**src/sv/fhl_pkg.sv**
```systemverilog
`default_nettype none
package fhl_pkg;

  localparam int SLOT_W  = 6;
  localparam int ID_W    = 16;
  localparam int TIME_W  = 32;
  localparam int COUNT_W = 7;
  localparam int KIND_W  = 3;

  localparam logic [KIND_W-1:0] KIND_RAISE   = 3'd0;
  localparam logic [KIND_W-1:0] KIND_ACK     = 3'd1;
  localparam logic [KIND_W-1:0] KIND_ONGOING = 3'd2;
  localparam logic [KIND_W-1:0] KIND_READ    = 3'd3;
  localparam logic [KIND_W-1:0] KIND_NEXT    = 3'd4;
  localparam logic [KIND_W-1:0] KIND_TICK    = 3'd5;

  localparam logic [0:0] REG_BASE_TIME  = 1'd0;
  localparam logic [0:0] REG_SCAN_START = 1'd1;

  localparam logic [ID_W-1:0] FILLER_ID = 16'hFFFF;

  localparam int IN_TDATA_W  = 40;
  localparam int OUT_TDATA_W = 88;

  // One log entry as stored in the entry memory.
  typedef struct packed {
    logic [ID_W-1:0]   device;
    logic [ID_W-1:0]   code;
    logic [TIME_W-1:0] stamp;
  } entry_t;

  localparam int ENTRY_W = $bits(entry_t);

  // Outcome of the unacknowledged-entry search.
  typedef struct packed {
    logic              found;
    logic [SLOT_W-1:0] slot;
  } scan_res_t;

endpackage
`default_nettype wire

```
**src/sv/fhl_ram.sv**
```systemverilog
`default_nettype none
module fhl_ram #(
  parameter int WIDTH = 64,
  parameter int DEPTH = 32
) (
  input  wire logic                     clk,
  input  wire logic                     we,
  input  wire logic [$clog2(DEPTH)-1:0] waddr,
  input  wire logic [WIDTH-1:0]         wdata,
  input  wire logic [$clog2(DEPTH)-1:0] raddr,
  output logic      [WIDTH-1:0]         rdata
);

  logic [WIDTH-1:0] mem [DEPTH];

  always_ff @(posedge clk) begin
    if (we) begin
      mem[waddr] <= wdata;
    end
    rdata <= mem[raddr];
  end

endmodule
`default_nettype wire

```
**src/sv/fhl_scan.sv**
```systemverilog
`default_nettype none
module fhl_scan #(
  parameter int DEPTH = 32
) (
  input  wire logic [DEPTH-1:0]         pending,
  input  wire logic [$clog2(DEPTH)-1:0] start,
  output fhl_pkg::scan_res_t            res
);

  localparam int AW = $clog2(DEPTH);

  logic [2*DEPTH-1:0] doubled;
  logic [DEPTH-1:0]   rotated;
  logic [AW-1:0]      pos;
  logic               hit;
  logic [AW:0]        sum;
  logic [AW:0]        wrapped;

  // Rotate so that the start slot sits at bit 0, then take the lowest set bit.
  always_comb begin
    doubled = {pending, pending};
    rotated = DEPTH'(doubled >> start);
    pos     = '0;
    hit     = 1'b0;
    for (int i = DEPTH - 1; i >= 0; i--) begin
      if (rotated[i]) begin
        pos = AW'(i);
        hit = 1'b1;
      end
    end
    sum     = (AW + 1)'(start) + (AW + 1)'(pos);
    wrapped = (sum >= (AW + 1)'(DEPTH)) ? sum - (AW + 1)'(DEPTH) : sum;
    res.found = hit;
    res.slot  = fhl_pkg::SLOT_W'(wrapped[AW-1:0]);
  end

endmodule
`default_nettype wire

```
**src/sv/fault_history_log_core.sv**
```systemverilog
// Fault history log: a ring of LOG_DEPTH fault entries with acknowledge and
// ongoing marks.
// Input channel (in_*): one word per command. in_tuser carries the command
// kind (raise, acknowledge, set ongoing, read, next unacknowledged, tick),
// in_tdata the device, fault code, slot index and ongoing flag.
// Result channel (out_*): exactly one word per command, in command order,
// with the returned entry, the count of unacknowledged entries and the
// slot the next new fault will occupy.
// Configuration channel (cfg_*): base_time (index 0) and scan_start
// (index 1); write only while no command is in flight.
// Each command goes from the accept cycle to the result state: the accept
// cycle updates the flag vectors and issues the entry memory access, and the
// result state forms the result from the registered memory read data. A new
// command is taken only once the last one has left its result state; a result
// waits in the output register while the next command is accepted, and a
// stalled receiver holds the block in its result state until the output register frees up.
// Reset clears the ring to its filler state (device and code all ones,
// time zero, acknowledged, not ongoing) at once through per-entry valid
// bits; there is no clearing pass.
`default_nettype none
module fault_history_log_core #(
  parameter int LOG_DEPTH = 32
) (
  input  wire logic                                 clk,
  input  wire logic                                 rst_n,
  // in_tdata, lowest bit up: device_id[15:0], fault_code[15:0],
  // slot_index[5:0], ongoing_flag, one pad bit.
  input  wire logic                                 in_tvalid,
  output logic                                      in_tready,
  input  wire logic [fhl_pkg::IN_TDATA_W-1:0]       in_tdata,
  // in_tuser: kind[2:0].
  input  wire logic [fhl_pkg::KIND_W-1:0]           in_tuser,
  // out_tdata, lowest bit up: found, entry_slot[5:0], entry_device[15:0],
  // entry_code[15:0], entry_time[31:0], entry_acked, entry_ongoing,
  // unacked_count[6:0], write_slot[5:0], two pad bits.
  output logic                                      out_tvalid,
  input  wire logic                                 out_tready,
  output logic [fhl_pkg::OUT_TDATA_W-1:0]           out_tdata,
  input  wire logic                                 cfg_valid,
  output logic                                      cfg_ready,
  input  wire logic [0:0]                           cfg_index,
  input  wire logic [31:0]                          cfg_data
);

  localparam int AW = $clog2(LOG_DEPTH);

  localparam logic S_IDLE = 1'b0;
  localparam logic S_RESP = 1'b1;

  typedef logic [AW-1:0] start_tbl_t [64];

  // scan_start modulo the depth, worked out at elaboration for every code.
  function automatic start_tbl_t build_start_tbl();
    start_tbl_t tbl;
    for (int i = 0; i < 64; i++) begin
      tbl[i] = AW'(i % LOG_DEPTH);
    end
    return tbl;
  endfunction

  localparam start_tbl_t START_TBL = build_start_tbl();

  // Input word fields.
  logic [fhl_pkg::ID_W-1:0]   in_dev;
  logic [fhl_pkg::ID_W-1:0]   in_code;
  logic [fhl_pkg::SLOT_W-1:0] in_slot;
  logic                       in_flag;
  logic                       in_take;
  logic                       idx_ok;

  assign in_dev  = in_tdata[15:0];
  assign in_code = in_tdata[31:16];
  assign in_slot = in_tdata[37:32];
  assign in_flag = in_tdata[38];

  // Architectural state.
  logic                        state_r, state_nxt;
  logic [LOG_DEPTH-1:0]        ack_r, ack_nxt;
  logic [LOG_DEPTH-1:0]        ongoing_r, ongoing_nxt;
  logic [LOG_DEPTH-1:0]        valid_r, valid_nxt;
  logic [AW-1:0]               wslot_r, wslot_nxt;
  logic [fhl_pkg::TIME_W-1:0]  tick_r, tick_nxt;
  logic [fhl_pkg::COUNT_W-1:0] count_r, count_nxt;
  logic [fhl_pkg::ID_W-1:0]    last_dev_r, last_dev_nxt;
  logic [fhl_pkg::ID_W-1:0]    last_code_r, last_code_nxt;
  logic [fhl_pkg::TIME_W-1:0]  base_time_r;
  logic [AW-1:0]               scan_start_r;

  // Command in flight between the accept and result cycles.
  logic                        pend_found_r, pend_found_nxt;
  logic                        pend_raise_r, pend_raise_nxt;
  logic [AW-1:0]               pend_slot_r, pend_slot_nxt;
  fhl_pkg::entry_t             pend_entry_r, pend_entry_nxt;

  // Output register.
  logic                           out_valid_r, out_valid_nxt;
  logic [fhl_pkg::OUT_TDATA_W-1:0] out_data_r, out_data_nxt;

  // Entry memory port.
  logic                  ram_we;
  logic [AW-1:0]         ram_waddr;
  fhl_pkg::entry_t       ram_wdata;
  logic [AW-1:0]         ram_raddr;
  logic [fhl_pkg::ENTRY_W-1:0] ram_rdata;

  fhl_pkg::scan_res_t    scan_res;
  logic [fhl_pkg::TIME_W-1:0] now;
  logic [AW-1:0]         prev_slot;
  logic                  raise_match;
  fhl_pkg::entry_t       res_entry;

  fhl_ram #(
    .WIDTH (fhl_pkg::ENTRY_W),
    .DEPTH (LOG_DEPTH)
  ) u_entry_ram (
    .clk   (clk),
    .we    (ram_we),
    .waddr (ram_waddr),
    .wdata (ram_wdata),
    .raddr (ram_raddr),
    .rdata (ram_rdata)
  );

  // The search looks for entries whose acknowledge mark is clear.
  fhl_scan #(
    .DEPTH (LOG_DEPTH)
  ) u_scan (
    .pending (~ack_r),
    .start   (scan_start_r),
    .res     (scan_res)
  );

  assign in_tready  = (state_r == S_IDLE);
  assign in_take    = in_tvalid && in_tready;
  assign cfg_ready  = 1'b1;
  assign out_tvalid = out_valid_r;
  assign out_tdata  = out_data_r;

  assign now       = base_time_r + tick_r;
  assign prev_slot = (wslot_r == '0) ? AW'(LOG_DEPTH - 1) : wslot_r - AW'(1);
  // The newest entry's device and code are mirrored in registers, so a raise
  // decides between refresh and new entry without a memory read.
  assign raise_match = (in_dev == last_dev_r) && (in_code == last_code_r);
  assign idx_ok      = (7'(in_slot) < 7'(LOG_DEPTH));

  // Accept cycle: update the flag vectors and counters, issue the memory
  // write of a raise or the read of any command that returns an entry.
  // Outside the accept cycle the read address stays on the pending slot, so
  // the read data holds while the result waits for the output register.
  always_comb begin
    state_nxt      = state_r;
    ack_nxt        = ack_r;
    ongoing_nxt    = ongoing_r;
    valid_nxt      = valid_r;
    wslot_nxt      = wslot_r;
    tick_nxt       = tick_r;
    count_nxt      = count_r;
    last_dev_nxt   = last_dev_r;
    last_code_nxt  = last_code_r;
    pend_found_nxt = pend_found_r;
    pend_raise_nxt = pend_raise_r;
    pend_slot_nxt  = pend_slot_r;
    pend_entry_nxt = pend_entry_r;
    ram_we         = 1'b0;
    ram_waddr      = wslot_r;
    ram_wdata      = '{device: in_dev, code: in_code, stamp: now};
    ram_raddr      = pend_slot_r;

    if (in_take) begin
      state_nxt      = S_RESP;
      pend_found_nxt = 1'b0;
      pend_raise_nxt = 1'b0;
      pend_slot_nxt  = in_slot[AW-1:0];
      ram_raddr      = in_slot[AW-1:0];
      unique case (in_tuser)
        fhl_pkg::KIND_RAISE: begin
          pend_found_nxt = 1'b1;
          pend_raise_nxt = 1'b1;
          ram_we         = 1'b1;
          if (raise_match) begin
            // Refresh the newest entry's timestamp only.
            ram_waddr      = prev_slot;
            valid_nxt[prev_slot] = 1'b1;
            pend_slot_nxt  = prev_slot;
          end else begin
            ram_waddr            = wslot_r;
            valid_nxt[wslot_r]   = 1'b1;
            ack_nxt[wslot_r]     = 1'b0;
            ongoing_nxt[wslot_r] = 1'b0;
            if (ack_r[wslot_r]) begin
              count_nxt = count_r + 7'd1;
            end
            last_dev_nxt  = in_dev;
            last_code_nxt = in_code;
            pend_slot_nxt = wslot_r;
            wslot_nxt     = (wslot_r == AW'(LOG_DEPTH - 1)) ? '0 : wslot_r + AW'(1);
          end
          pend_entry_nxt = ram_wdata;
          pend_entry_nxt.device = raise_match ? last_dev_r : in_dev;
          pend_entry_nxt.code   = raise_match ? last_code_r : in_code;
          ram_wdata = pend_entry_nxt;
        end
        fhl_pkg::KIND_ACK: begin
          if (idx_ok) begin
            pend_found_nxt = 1'b1;
            if (!ack_r[in_slot[AW-1:0]]) begin
              count_nxt = count_r - 7'd1;
            end
            ack_nxt[in_slot[AW-1:0]] = 1'b1;
          end
        end
        fhl_pkg::KIND_ONGOING: begin
          if (idx_ok) begin
            pend_found_nxt = 1'b1;
            ongoing_nxt[in_slot[AW-1:0]] = in_flag;
          end
        end
        fhl_pkg::KIND_READ: begin
          pend_found_nxt = idx_ok;
        end
        fhl_pkg::KIND_NEXT: begin
          pend_found_nxt = scan_res.found;
          pend_slot_nxt  = scan_res.slot[AW-1:0];
          ram_raddr      = scan_res.slot[AW-1:0];
        end
        fhl_pkg::KIND_TICK: begin
          tick_nxt = tick_r + 32'd1;
        end
        default: begin
        end
      endcase
    end else if (state_r == S_RESP && (!out_valid_r || out_tready)) begin
      state_nxt = S_IDLE;
    end
  end

  // Result cycle: a raise returns what it wrote, every other command the
  // memory word, with never-written slots reading as filler.
  always_comb begin
    if (pend_raise_r) begin
      res_entry = pend_entry_r;
    end else if (valid_r[pend_slot_r]) begin
      res_entry = fhl_pkg::entry_t'(ram_rdata);
    end else begin
      res_entry = '{device: fhl_pkg::FILLER_ID, code: fhl_pkg::FILLER_ID, stamp: '0};
    end

    out_valid_nxt = out_valid_r && !out_tready;
    out_data_nxt  = out_data_r;
    if (state_r == S_RESP && (!out_valid_r || out_tready)) begin
      out_valid_nxt = 1'b1;
      out_data_nxt  = '0;
      if (pend_found_r) begin
        out_data_nxt[0]     = 1'b1;
        out_data_nxt[6:1]   = fhl_pkg::SLOT_W'(pend_slot_r);
        out_data_nxt[22:7]  = res_entry.device;
        out_data_nxt[38:23] = res_entry.code;
        out_data_nxt[70:39] = res_entry.stamp;
        out_data_nxt[71]    = ack_r[pend_slot_r];
        out_data_nxt[72]    = ongoing_r[pend_slot_r];
      end
      out_data_nxt[79:73] = count_r;
      out_data_nxt[85:80] = fhl_pkg::SLOT_W'(wslot_r);
    end
  end

  always_ff @(posedge clk) begin
    if (!rst_n) begin
      state_r      <= S_IDLE;
      ack_r        <= '1;
      ongoing_r    <= '0;
      valid_r      <= '0;
      wslot_r      <= '0;
      tick_r       <= '0;
      count_r      <= '0;
      last_dev_r   <= fhl_pkg::FILLER_ID;
      last_code_r  <= fhl_pkg::FILLER_ID;
      base_time_r  <= '0;
      scan_start_r <= '0;
      out_valid_r  <= 1'b0;
      pend_found_r <= 1'b0;
      pend_raise_r <= 1'b0;
    end else begin
      state_r      <= state_nxt;
      ack_r        <= ack_nxt;
      ongoing_r    <= ongoing_nxt;
      valid_r      <= valid_nxt;
      wslot_r      <= wslot_nxt;
      tick_r       <= tick_nxt;
      count_r      <= count_nxt;
      last_dev_r   <= last_dev_nxt;
      last_code_r  <= last_code_nxt;
      out_valid_r  <= out_valid_nxt;
      pend_found_r <= pend_found_nxt;
      pend_raise_r <= pend_raise_nxt;
      if (cfg_valid) begin
        unique case (cfg_index)
          fhl_pkg::REG_BASE_TIME:  base_time_r  <= cfg_data;
          fhl_pkg::REG_SCAN_START: scan_start_r <= START_TBL[cfg_data[5:0]];
          default: begin
          end
        endcase
      end
    end
  end

  always_ff @(posedge clk) begin
    pend_slot_r  <= pend_slot_nxt;
    pend_entry_r <= pend_entry_nxt;
    out_data_r   <= out_data_nxt;
  end

endmodule
`default_nettype wire

```
**config.mk**
```make
export PLATFORM = sky130hd
export DESIGN_NAME = fault_history_log_core
export DESIGN_NICKNAME = d
export VERILOG_FILES = /design/src/sv/fhl_pkg.sv /design/src/sv/fhl_ram.sv /design/src/sv/fhl_scan.sv /design/src/sv/fault_history_log_core.sv
export SDC_FILE = /design/constraint.sdc
export NUM_CORES = 2
export LEC_CHECK = 0
export ABC_AREA = 1
export BUFFER_PORTS_ARGS = -buffer_cell sky130_fd_sc_hd__buf_2
export CAP_MARGIN = 10
export CORE_MARGIN = 2
export CORE_UTILIZATION = 35
export DETAILED_ROUTE_END_ITERATION = 10
export GPL_ROUTABILITY_DRIVEN = 1
export HOLD_SLACK_MARGIN = 0.08
export PLACE_DENSITY = 0.6
export SETUP_SLACK_MARGIN = 0.15
export SLEW_MARGIN = 20
export SYNTH_ARGS = -nofsm -noshare
export SYNTH_HDL_FRONTEND = slang
export SYNTH_HIERARCHICAL = 1
export SYNTH_SLANG_ARGS = --single-unit
```
**constraint.sdc**
```tcl
create_clock -name clk -period 14.9 [get_ports clk]
set_input_delay 1.49 -clock clk [delete_from_list [all_inputs] [get_ports clk]]
set_output_delay 1.49 -clock clk [all_outputs]
set_load 0.05 [all_outputs]
```
---- After elaboration in Yosys (flattened, before gate mapping) ----
Memories as Yosys holds them, arrays and structs flattened. A register that Yosys moved wholly into a read port is not among the register bits.
Index checks and enable logic that the tools add are counted.
word-level totals
  bits of input ports ..................... 81
  bits in writable memories ............... 2,048
  memories ................................ 2
  word-level logic and storage cells ...... 206
  bits in registers ....................... 362
  bits in latches ......................... 0
  bits in read-only memories .............. 320
memory list
  memory            depth  width  rd ports  clocked after memory_dff  write ports  line                           text
  u_entry_ram.mem   32     64     1         1                         1            fhl_ram.sv:14                  logic [WIDTH-1:0] mem [DEPTH];
  (name not given)  64     5      1         1                         0            fault_history_log_core.sv:299  fhl_pkg::REG_SCAN_START: scan_start_r <= START_TBL[cfg_data[5:0]];
cells by class
  shifts and indexed selects .............. 1
  order comparisons ....................... 9
  add/sub/neg operators ................... 8
  bitwise operators ....................... 11
  div/mod/pow operators ................... 0
  $mul .................................... 0
  multiplexer cells ....................... 118
  equal/unequal tests ..................... 13
  reduce and logical (&&, ||, !) cells .... 25
operators with widths
  operator                 number
  $mux W64                 4
  $mux W5                  40
  $mux W32                 5
  $pmux W32 S2             2
  $or A32 B32 Y32          3
  $and A32 B32 Y32         2
  $not A32 Y32             2
  $shr A64 B5 Y32          1
  $mux W1                  49
  $add A32 B1 Y32 const B  1
  $add A32 B32 Y32         1
  $bwmux W32               1
  $eq A16 B16 Y1           2
  $mux W16                 2
  $mux W7                  4
  $bmux W1 S5              5
  $lt A5 B6 Y1 const B     4
  $demux W1 S5             3
  $ge A5 B1 Y1 const B     3
  $pmux W7 S2              1
  $ne A2 B2 Y1 const B     5
  $pmux W5 S2              1
  $sub A5 B1 Y5 const B    2
  $reduce_and A2 Y1        4
  other kinds (23)         38

---- Longest topological paths before layout ----
  depth in word-level cells ............... 39
  mapped depth ............................ 57

---- By module ----
The synthesis kept the hierarchy.
by module, submodules not included
  module                  times used  cells an instance  area each (um^2)
  fhl_ram                 1           6,768              82,990.8
  fault_history_log_core  1           2,766              20,497.2
  fhl_scan                1           527                2,473.6

---- Least setup slack after synthesis ----
No wires, ideal clock.
  path type ............................... in2reg
  start ................................... in in_tuser[0] in the netlist's numbering
  end ..................................... mem u_entry_ram.mem[16][0], enable pin
  path slack .............................. 6.838 ns
  stages .................................. 10
  data required time ...................... 14.414 ns
  buffers on the path ..................... 1
  arrival ................................. 7.576 ns
  cell sequence ........................... nor2_2 > inv_2 > nor2_4 > inv_2 > nor2_4 > buf_1 > o22ai_1 > inv_1 > nand3_1 > nor2_1
on the way
  word-level cells in the longest chain between the ends .. 5
  elaborated cells between the ends (all ways) .. 7
RTL lines
  what                           line                           text
  from (decl)                    fault_history_log_core.sv:32   input wire logic [fhl_pkg::KIND_W-1:0] in_tuser,
  $logic_not A3 Y1               fault_history_log_core.sv:175  unique case (in_tuser)
  $mux W1                        fault_history_log_core.sv:175
  $mux W1                        fault_history_log_core.sv:169  if (in_take) begin
  named net ram_we               fault_history_log_core.sv:100  logic ram_we;
  $mux W1                        fhl_ram.sv:17                  if (we) begin
  $mux W1 (implied by the code)  fhl_ram.sv:18                  mem[waddr] <= wdata;
  to (decl)                      fhl_ram.sv:14
The timed path passes the listed nets, and every way through them passes these cells.

==> impl_metrics.sql <==
INSERT INTO impl_metrics (metric_group, metric, value, unit) VALUES
('clocking', 'cts_inserted_buffers', '240', ''),
('finish', 'layout.cell_area.non_filler', '0.118', 'mm²'),
('finish', 'stdcell_count', '14136', ''),
('routing', 'drt_first_iter_violations', '8969', ''),
('sta', 'finalCritPeriodShare', '63.2', '%'),
('clocking', 'setup_fix_bufs_post_cts', '0', ''),
('sta', 'maxSlewHeadroom', '18.3', '%'),
('critical_path', 'timing.critical_path.buf_inv', '7', ''),
('critical_path', 'critPathLaunchType', 'register', ''),
('sta', 'grt_setup_unrepaired', 'no', ''),
('finish', 'areaGrowthSynthToFinish', '11.3', '%'),
('floorplan', 'pin_count', '172', ''),
('place', 'postPlaceCellArea', '0.110', 'mm²'),
('floorplan', 'die_h', '554', 'µm'),
('routing', 'ant_nets', '0', ''),
('pwr', 'worst_vdd_rail_ir_drop', '0.0876', 'mV'),
('finish', 'nNetsFinal', '10083', ''),
('pwr', 'power.net_switching', '4.05', 'mW'),
('place', 'place_inst', '13687', ''),
('floorplan', 'placeableCoreArea', '0.302', 'mm²'),
('routing', 'routed_wire_length_per_instance', '23.5', 'µm'),
('routing', 'detailed_router_iteration_count_before_antenna_repair', '6', ''),
('clocking', 'cts_tree', 'built', ''),
('pwr', 'power.share.combinational', '12.0', '%'),
('critical_path', 'critical_path.endpoint_type', 'register', ''),
('floorplan', 'floorplan.initialDensity', '35.1', '%'),
('routing', 'vias_per_cell', '5.41', ''),
('finish', 'layout-drive-gt1-share', '7.99', '%'),
('floorplan', 'fp-row-count', '202', ''),
('run', 'drv_cap', '0', ''),
('global_route', 'globalRouteTotalUtil', '21.0', '%'),
('global_route', 'vias_in_the_first_global_route', '71403', ''),
('clocking', 'worst_skew_pair.late_latency', '0.92', 'ns'),
('place', 'io_buffer_count', '165', ''),
('clocking', 'cts_resized', '0', ''),
('critical_path', 'critical_path_fanout_max', '144', ''),
('synthesis', 'syn_area_per_cell', '10.5', 'µm²'),
('clocking', 'total_number_of_clock_tree_sinks', '2478', ''),
('routing', 'drt_drc_violations_left', '0', ''),
('routing', 'total_routed_length', '333000', 'µm'),
('critical_path', 'timing.critical_path.slowest_stage_cell', 'buf_4', ''),
('place', 'place_congestion', '0.922', ''),
('worst_hold_path', 'holdCritPathClass', 'reg -> reg', ''),
('clocking', 'clkSlewWorstSetupHoldPaths', '0.06', 'ns'),
('sta', 'timing.final.crit_period', '9.42', 'ns'),
('clocking', 'clock-root-buffer', 'clkbuf_16', ''),
('critical_path', 'crit_required', '15.66', 'ns'),
('clocking', 'clk_path_buf_depth', '4', ''),
('pwr', 'power.static_leakage', '43.3', 'nW'),
('pwr', 'power_frac_seq', '50.1', '%'),
('sta', 'worst_pin_slew', '1.23', 'ns'),
('pwr', 'internal_power', '11.4', 'mW'),
('global_route', 'grt_max_degree', '225', ''),
('synthesis', 'total_number_of_yosys_warnings', '6', ''),
('critical_path', 'timing.setup.critical_path_class', 'reg -> reg', ''),
('global_route', 'number_of_antenna_violations_at_the_first_check_in_global_routing', '20', ''),
('global_route', 'grt_first_pass_wirelength', '480000', 'µm'),
('sta', 'timing_hold_violations_final', '0', ''),
('sta', 'setup_total_negative_slack', '0', 'ns'),
('pwr', 'swShare', '26.3', '%'),
('routing', 'via_count', '76460', ''),
('synthesis', 'mappedNetlistArea', '0.106', 'mm²'),
('place', 'dpl.hpwl', '178000', 'µm'),
('sta', 'finalSetupViolCount', '0', ''),
('critical_path', 'cp_top_family', 'buffers and inverters', ''),
('sta', 'max_clock_freq', '106', 'MHz'),
('outcome', 'outcome', 'finished clean', ''),
('clocking', 'cts.htree.levels', '4', ''),
('critical_path', 'critical_path_arrival', '10.17', 'ns'),
('sta', 'skew', '0.0767', 'ns'),
('clocking', 'post_cts_hold_buffer_count', '0', ''),
('synthesis', 'postSynthCellCount', '10059', ''),
('global_route', 'grt_overflow_total', '0', ''),
('pwr', 'p_clk_share', '37.9', '%'),
('sta', 'drv_slew', '0', ''),
('critical_path', 'critPathMaxStageDelay', '0.91', 'ns'),
('floorplan', 'design.die.area', '0.307', 'mm²'),
('pwr', 'power.density_cell_area', '131', 'mW/mm²'),
('floorplan', 'chipWidth', '554', 'µm'),
('critical_path', 'critical_path.most_common_cell', 'nand2_1', '');
-- worst min-delay path: cells and delay by family (launching register included) --
kind | cells | cell delay (ns)
AO/OA/AOI/OAI | 1 | 0.07
buffers and inverters | 1 | 0.05
flip-flops | 1 | 0.31
-- registers in the layout (all words and copies together), names as in the netlist, 16 cells and up --
signal / flops
tick_r: 32
valid_r: 32
u_entry_ram/mem: 2048
ongoing_r: 32
last_dev_r: 16
out_tdata: 84
pend_entry_r: 64
base_time_r: 32
u_entry_ram/rdata: 64
ack_r: 32
last_code_r: 16
-- power by group through the flow --
stage | clock, mW | combinational [mW] | sequential [mW]
floorplan | 0 | 1.21 | 7.89
global placement | 0 | 1.81 | 7.87
detailed placement | 0 | 1.84 | 7.87
CTS | 5.93 | 1.84 | 7.73
global route | 6.20 | 2.03 | 7.72
finish | 5.84 | 1.85 | 7.73
-- layer usage --
layer	global-route usage [%]	up-vias	share of wire (%)
met5	0	-	0.027
met4	8.11	12	4.0
met3	3.41	635	9.3
met2	32.5	3627	44
met1	29.4	37588	42
li1	-	34598	-
-- worst paths after layout --
check / from / end / slack (ns) / depth (start not counted)
min reg2reg: valid_r[9] / valid_r[9] / 0.47 / 2
min: valid_r[9] / valid_r[9] / 0.47 / 2
max reg2reg: scan_start_r[1] / u_entry_ram/rdata[62] / 5.48 / 50
max: scan_start_r[1] / u_entry_ram/rdata[62] / 5.48 / 50
-- placed cells by master (no fill, tap or decap), types with 25 or more instances in the layout --
cell type,n
inv_2,25
o21ai_0,220
ha_1,45
nand4_1,71
nand2_1,3121
clkinv_1,41
clkbuf_16,243
inv_1,354
xnor2_1,26
clkbuf_1,68
o21ai_1,36
buf_2,164
dfxtp_1,275
edfxtp_1,2201
o21a_1,26
clkinv_2,45
a31oi_1,29
a21oi_1,221
o211ai_1,58
nor2_4,41
nor3_1,30
buf_4,148
nand3_1,2081
nor2_1,348
-- area by class of cell --
cell class / count / area (µm²)
diodes: 8 / 20.0
clock buffers: 333 / 6640
inverters: 391 / 1520
flip-flops and latches: 2478 / 71600
fillers: 28658 / 184000
multi-input cells: 6518 / 30200
well taps: 3978 / 4980
clock inverters: 106 / 769
repair buffers: 324 / 2160
-- per-stage QoR --
stage / worst slack [ns] / hold slack (ns) / power, mW / utilization [%]
CTS: 5.79 / 0.469 / 15.5 / 39.0
global placement: 5.74 / 0.455 / 9.69 / 36.6
detailed placement: 5.80 / 0.454 / 9.71 / 36.6
finish: 5.48 / 0.474 / 15.4 / 39.1
global route: 5.12 / 0.492 / 16.0 / 39.1
floorplan: 6.84 / 0.407 / 9.10 / -
No activity file was read; power rests on OpenSTA's default activity.
